$ cat src/hw/rtl/spl_pkg.sv
// Types and constants of the sorted price level table.
package spl_pkg;

	localparam int FUNC_W     = 3;
	localparam int PRICE_W    = 32;
	localparam int AMT_W      = 32;
	localparam int CNTF_W     = 7;
	localparam int STAT_W     = 2;
	localparam int TOT_W      = 38;
	localparam int LC_W       = 7;
	localparam int LIST_MAX   = 64;
	localparam int IN_DATA_W  = 72;
	localparam int OUT_DATA_W = 112;
	localparam int OUT_USER_W = 3;

	localparam logic [FUNC_W-1:0] FN_SET  = 3'd0;
	localparam logic [FUNC_W-1:0] FN_DEL  = 3'd1;
	localparam logic [FUNC_W-1:0] FN_GET  = 3'd2;
	localparam logic [FUNC_W-1:0] FN_LOW  = 3'd3;
	localparam logic [FUNC_W-1:0] FN_LIST = 3'd4;

	localparam logic [STAT_W-1:0] STAT_DONE   = 2'd0;
	localparam logic [STAT_W-1:0] STAT_ABSENT = 2'd1;
	localparam logic [STAT_W-1:0] STAT_FULL   = 2'd2;

	typedef enum logic [1:0] {
		ST_IDLE,
		ST_CMP,
		ST_EXEC,
		ST_LIST
	} state_t;

	typedef enum logic [2:0] {
		CELL_HOLD,
		CELL_CMP,
		CELL_INS,
		CELL_DEL,
		CELL_REPL,
		CELL_ROT
	} cell_op_t;

	typedef struct packed {
		cell_op_t           op;
		logic [PRICE_W-1:0] key;
		logic [AMT_W-1:0]   amount;
	} cell_cmd_t;

endpackage

$ cat src/hw/rtl/spl_cell.sv
// One level cell: holds a price and amount, compares and shifts with its neighbours.
module spl_cell #(
	parameter int INDEX = 0,
	parameter int CNT_W = 7
) (
	input  logic                        clk,
	input  logic                        arst_n,
	input  spl_pkg::cell_cmd_t          cmd,
	input  logic [CNT_W-1:0]            count,
	input  logic [spl_pkg::PRICE_W-1:0] left_price,
	input  logic [spl_pkg::AMT_W-1:0]   left_amount,
	input  logic                        left_lt,
	input  logic [spl_pkg::PRICE_W-1:0] right_price,
	input  logic [spl_pkg::AMT_W-1:0]   right_amount,
	input  logic [spl_pkg::PRICE_W-1:0] head_price,
	input  logic [spl_pkg::AMT_W-1:0]   head_amount,
	output logic [spl_pkg::PRICE_W-1:0] price,
	output logic [spl_pkg::AMT_W-1:0]   amount,
	output logic                        lt,
	output logic                        hit
);

	logic [spl_pkg::PRICE_W-1:0] price_q;
	logic [spl_pkg::AMT_W-1:0]   amount_q;
	logic                        lt_q;
	logic                        hit_q;
	logic                        occ;
	logic                        tail;

	assign occ  = CNT_W'(INDEX) < count;
	assign tail = CNT_W'(INDEX + 1) == count;

	always_ff @(posedge clk) begin
		case (cmd.op)
			spl_pkg::CELL_INS: begin
				if (!lt_q) begin
					if (left_lt) begin
						price_q  <= cmd.key;
						amount_q <= cmd.amount;
					end else begin
						price_q  <= left_price;
						amount_q <= left_amount;
					end
				end
			end
			spl_pkg::CELL_DEL: begin
				if (!lt_q) begin
					price_q  <= right_price;
					amount_q <= right_amount;
				end
			end
			spl_pkg::CELL_REPL: begin
				if (hit_q)
					amount_q <= cmd.amount;
			end
			spl_pkg::CELL_ROT: begin
				if (tail) begin
					price_q  <= head_price;
					amount_q <= head_amount;
				end else begin
					price_q  <= right_price;
					amount_q <= right_amount;
				end
			end
			default: begin
			end
		endcase
	end

	always_ff @(posedge clk or negedge arst_n) begin
		if (!arst_n) begin
			lt_q  <= 1'b0;
			hit_q <= 1'b0;
		end else if (cmd.op == spl_pkg::CELL_CMP) begin
			lt_q  <= occ && (price_q < cmd.key);
			hit_q <= occ && (price_q == cmd.key);
		end
	end

	assign price  = price_q;
	assign amount = amount_q;
	assign lt     = lt_q;
	assign hit    = hit_q;

endmodule

$ cat config.mk
export PLATFORM = sky130hd
export DESIGN_NAME = spl_cell
export DESIGN_NICKNAME = d
export VERILOG_FILES = /design/src/hw/rtl/spl_pkg.sv /design/src/hw/rtl/spl_cell.sv
export SDC_FILE = /design/constraint.sdc
export NUM_CORES = 1
export LEC_CHECK = 0
export BUFFER_PORTS_ARGS = -buffer_cell sky130_fd_sc_hd__buf_2
export CAP_MARGIN = 25
export CORE_AREA = 2 2 129 131
export CTS_BUF_LIST = sky130_fd_sc_hd__clkbuf_8
export CTS_CLUSTER_DIAMETER = 80
export DETAILED_ROUTE_END_ITERATION = 16
export DIE_AREA = 0 0 131 133
export GPL_TIMING_DRIVEN = 0
export PLACE_DENSITY = 0.77
export SLEW_MARGIN = 20
export SYNTH_ARGS = -nofsm -noshare
export SYNTH_HDL_FRONTEND = slang
export SYNTH_SLANG_ARGS = --single-unit
$ cat constraint.sdc
create_clock -name clk -period 2.9 [get_ports clk]
set_input_delay 0.58 -clock clk [delete_from_list [all_inputs] [get_ports clk]]
set_output_delay 0.58 -clock clk [all_outputs]
set_load 0.01 [all_outputs]
---- After elaboration in Yosys (flattened, before gate mapping) ----
Cells that the tools add are included.
storage, ports and cells
  flip-flop bits (word level) ............. 66
  bits in latches ......................... 0
  bits in writable memories ............... 0
  memory bits (read-only) ................. 0
  bits of input ports ..................... 269
  output and inout port bits .............. 66
  logic and storage cells ................. 33
  memories kept ........................... 0
cells by class
  $add $sub $neg .......................... 0
  multiply operators ...................... 0
  divide/modulo/power cells ............... 0
  magnitude comparators ................... 2
  equality and inequality tests ........... 10
  shift-type cells ........................ 0
  muxes and demuxes ....................... 11
  bitwise gates (word level) .............. 0
  reductions and logical operators ........ 6
operators by type and width
  operator            count
  $mux 32             9
  $pmux 32 s4         1
  $pmux 32 s3         1
  $eq 32x32->1        1
  $lt 32x32->1        1
  $eq 1x7->1 const A  1
  $lt 1x7->1 const A  1
  $eq 3x2->1 const B  2
  $eq 3x3->1 const B  2
  $ne 2x2->1 const B  3
  $reduce_and 4->1    1
  $reduce_bool 4->1   1
  $eq 3x1->1 const B  1
  $reduce_and 3->1    1
  $reduce_bool 3->1   1
  $logic_and 1x1->1   2

---- Longest topological paths before layout ----
  depth in word-level cells ............... 3
  gate-level depth with buffers ........... 7
  depth with buffers taken out ............ 7

---- Least setup slack after synthesis ----
Ideal clock, no wire load.
  path kind ............................... input-to-reg
  from .................................... input cmd[66] (netlist bit)
  to ...................................... register amount_q (netlist bit amount[0]) (enable)
  arrival ................................. 3079 ps
  data required time ...................... 2434 ps
  slack ................................... -645 ps
  stages on the path ...................... 2
  cells stage by stage .................... nand2b_1 > o21ai_0
between the ends
  cells in the longest elaborated chain, start to end .. 3
  elaborated cells on any way between the ends .. 9
RTL lines
  item                                                              RTL line        RTL
  start: declaration                                                spl_cell.sv:8   input spl_pkg::cell_cmd_t cmd,
  $eq 3x3->1 or $eq 3x2->1 (tied branches)                          spl_cell.sv:34  case (cmd.op)
  $reduce_bool 4->1 (no source line) or $ne 2x2->1 (tied branches)  --
  $reduce_and 4->1 (no source line) (*)                             --
  end signal: assignment                                            spl_cell.sv:39  amount_q <= cmd.amount;
  end signal: assignment                                            spl_cell.sv:42  amount_q <= left_amount;
  end signal: assignment                                            spl_cell.sv:49  amount_q <= right_amount;
  end: declaration                                                  spl_cell.sv:24  logic [spl_pkg::AMT_W-1:0] amount_q;
Every way passes the cells marked *; elsewhere a longest branch is shown, timed or not.
A chain may end at the register's enable or synchronous reset.

---- Worst setup path in the final report ----
  from .................................... input cmd[66] (netlist bit)
  to ...................................... register price_q (netlist bit price[28]), data pin
between the ends
  cells in the longest elaborated chain, start to end .. 2
  elaborated cells on any way between the ends .. 4
RTL lines
  item                                      RTL line        RTL
  $eq 3x3->1 or $eq 3x2->1 (tied branches)  spl_cell.sv:34
  $pmux 32 s3 (*)                           spl_cell.sv:34
  end signal: assignment                    spl_cell.sv:38  price_q <= cmd.key;
  end signal: assignment                    spl_cell.sv:41  price_q <= left_price;
  end signal: assignment                    spl_cell.sv:48  price_q <= right_price;
  end: declaration                          spl_cell.sv:23  logic [spl_pkg::PRICE_W-1:0] price_q;
Marked as above.

==> summary.txt <==
Die
  – I/O Pins: 335
  – Die Span Y: 133 um
  – Die ar.: 0.0174 sq mm
  – Width of the die: 131 um
  – Site Rows: 47
  – Initial Util: 0.328
  – Core area: 0.0162 sq mm

Job
  – Max cap viols: 0

Setup path
  – Critical R2R Launch: price[7]
  – Critical Path RT: 2990 ps
  – CP Capture Point: price[28]
  – Critical path endpoint category: register
  – Reg2Reg Depth: 6
  – RR Endpoint: lt
  – Critical Path Start Type: input pin
  – CP startpoint: cmd[66]
  – Worst Setup Path Type: in2reg
  – Reg-to-reg slack, setup: 910 ps
  – Crit path DAT: 2220 ps
  – Worst-path fanout max: 10

Status
  – Status: complete, no violations

Drt
  – Drt wl/cell: 17.4 um
  – # DRC: 0
  – Vias/cell: 5.12
  – Detail Route Antenna Nets: 0
  – First drt pass iteration count: 4
  – Drt initial violations: 253
  – DR vias: 5623
  – Drt total wl: 19100 um

Pwr
  – Clock network fraction of total power: 0.265
  – Sw frac: 0.305
  – VDD IR-drop max: 183 uV
  – P_leak: 3.82 nW
  – Cell-internal power: 1.96 mW
  – Psw: 0.861 mW
  – Reg power frac: 0.426
  – PwrDens: 375 mW/mm^2
  – Comb power frac: 0.309

Global route
  – Gr ovfl total: 0
  – All-Layer GR Usage: 0.214
  – First-pass GRT wire length: 28800 um
  – Vias in the first global route: 5728
  – Antenna violations before repair: 0
  – Largest net degree at the start of global routing: 25

STA
  – Fin crit share: 0.735
  – Hold Worst Slack: 521 ps
  – Final setup fails: 0
  – Minimum clock period: 2130 ps
  – Slew of the pin with the lowest slew margin: 617 ps
  – Slew headroom: 0.585
  – Fmax: 469 MHz
  – Setup TNS: 0 ps
  – Slew Limit Fails: 0
  – Fin. Hold Viols: 0
  – RSZ-0062 raised after global routing: false
  – Setup Skew: 9.94 ps
  – Setup ws final: 769 ps

Clock network
  – TritonCTS clock tree: built
  – Clock Path Buffers: 2
  – Clock sink count: 66
  – CTS resizes: 0
  – Clock Tree Root: clkbuf_8
  – Clock slew at reported path FFs: 80 ps
  – # H-tree levels: 3
  – Worst-Skew Late Latency: 350 ps
  – CTS buffer count: 9

Layout
  – Util after Layout: 0.465
  – Non-Filler Instances: 1098
  – Layout area overhead: 41.5%
  – Share of cells above drive strength 1: 0.423
  – # diodes: 0
  – Most frequent cells in the layout: buf_2 (347), mux2i_1 (96), edfxtp_1 (64)
  – Commonest non-fill, non-tap cell in the layout: buf_2
  – Nets: 1175

Yosys
  – Main flop type after synthesis: edfxtp_1
  – Cell Area, Synth: 0.00531 sq mm
  – Yosys top cell by area: edfxtp_1
  – Synth Area in Adders: 0.0754
  – Ys async rst share: 0.0303
  – Synth warn: 0
  – Post-synth top area share: 0.362
  – Post-synth EDFFs: 64
  – Synthesized flop and latch total: 66
  – Mapped Cells: 527
  – Post-synthesis cell type count: 36
  – Post-synthesis xor/xnor area fraction: 0
  – Seq/Total Area, Yosys: 0.371
  – Multiplexer area fraction after synthesis: 0.181
  – Largest family of logic cells by synthesized area: compound AO/OA/AOI/OAI gates
  – Mapped Avg Cell Area: 10.1 sq um
  – Compound-Gate Fraction of Synth Area: 0.209
  – Syn nets: 828
  – Simple-gate share of the synthesized area: 0.105
  – Leading cell types by total area after synthesis: edfxtp_1 (36%), mux2i_1 (18%), ha_1 (7.5%)

Placed design
  – Post-place setup slack: 395 ps
  – I/O Buffers: 333
  – Gpl congestion: 0.908
  – Post-placement cell count: 1082
  – Half-perimeter wire length after placement: 15400 um

Hold path
  – Hold WC Path Type: in2reg
## critical path: stages
cell	delay, ps
buf_2	120
nand2b_1	270
a21boi_2	400
clkbuf_1	410
nor2_1	130
a221o_1	300
## power by group through the flow
stage               clock network (mW)  registers, mW  logic, mW
floorplan                            0           1.26      0.402
global placement                     0           1.23      0.826
detailed placement                   0           1.22      0.865
CTS                              0.781           1.20      0.871
global route                     0.815           1.21      0.959
finish                           0.748           1.20      0.870
## layer usage
metal	wire, um	track usage	vias up
li1	-	-	2702
met1	7790	0.252	2623
met2	9570	0.383	262
met3	1250	0.0368	36
met4	483	0.0827	0
met5	0	0	-
## area by class of cell
type | instances | area, sq um
clock inverter | 6 | 50.0
fill | 1555 | 8660
timing repair buffer | 336 | 1730
inverter | 33 | 124
clock buffer | 9 | 124
buffer | 37 | 183
tap | 220 | 275
sequential | 66 | 1970
multi-input combinational | 391 | 3050
## worst min-delay path by stage
stage                          startpoint         to  depth (start not counted)
final                      head_price[11]  price[11]                          2
after global routing       head_price[11]  price[11]                          2
after CTS                 right_price[11]  price[11]                          2
after detailed placement           arst_n        hit                          1
after global placement             arst_n        hit                          1
after floorplan                    arst_n        hit                          0
## kinds of logic (layout without fill, tap and decap cells)
family | Yosys count | count (layout)
buffers and inverters | 70 | 421
adders and majority gates | 32 | 32
and+or+nand+nor | 104 | 104
muxes | 96 | 96
AOI/OAI and AO/OA | 159 | 159
DFF | 66 | 66
## sequential cells by signal (all words and copies together), names as in the netlist
signal  count
amount     32
hit         1
lt          1
price      32
## timing repair
item | in CTS | in global routing
endpoints found under the hold margin | 2 | 0
hold buffers | 1 | 0
setup buffers | 0 | 0
## Yosys cell counts (10+ instances only)
master	n
clkbuf_1	19
ha_1	32
a221o_1	33
a21oi_1	45
inv_1	33
o21a_1	32
edfxtp_1	64
nor2_1	35
mux2i_1	96
o22ai_1	32
nor2b_1	36
buf_2	14
nand2_1	10
## through the flow
stage	total power, mW	area [sq um]
2_1_floorplan	1.67	5310
3_3_place_gp	2.05	7250
3_5_place_dp	2.09	7330
4_1_cts	2.85	7510
5_1_grt	2.99	7510
6_report	2.82	7510
(Power assumes the default switching activity.)
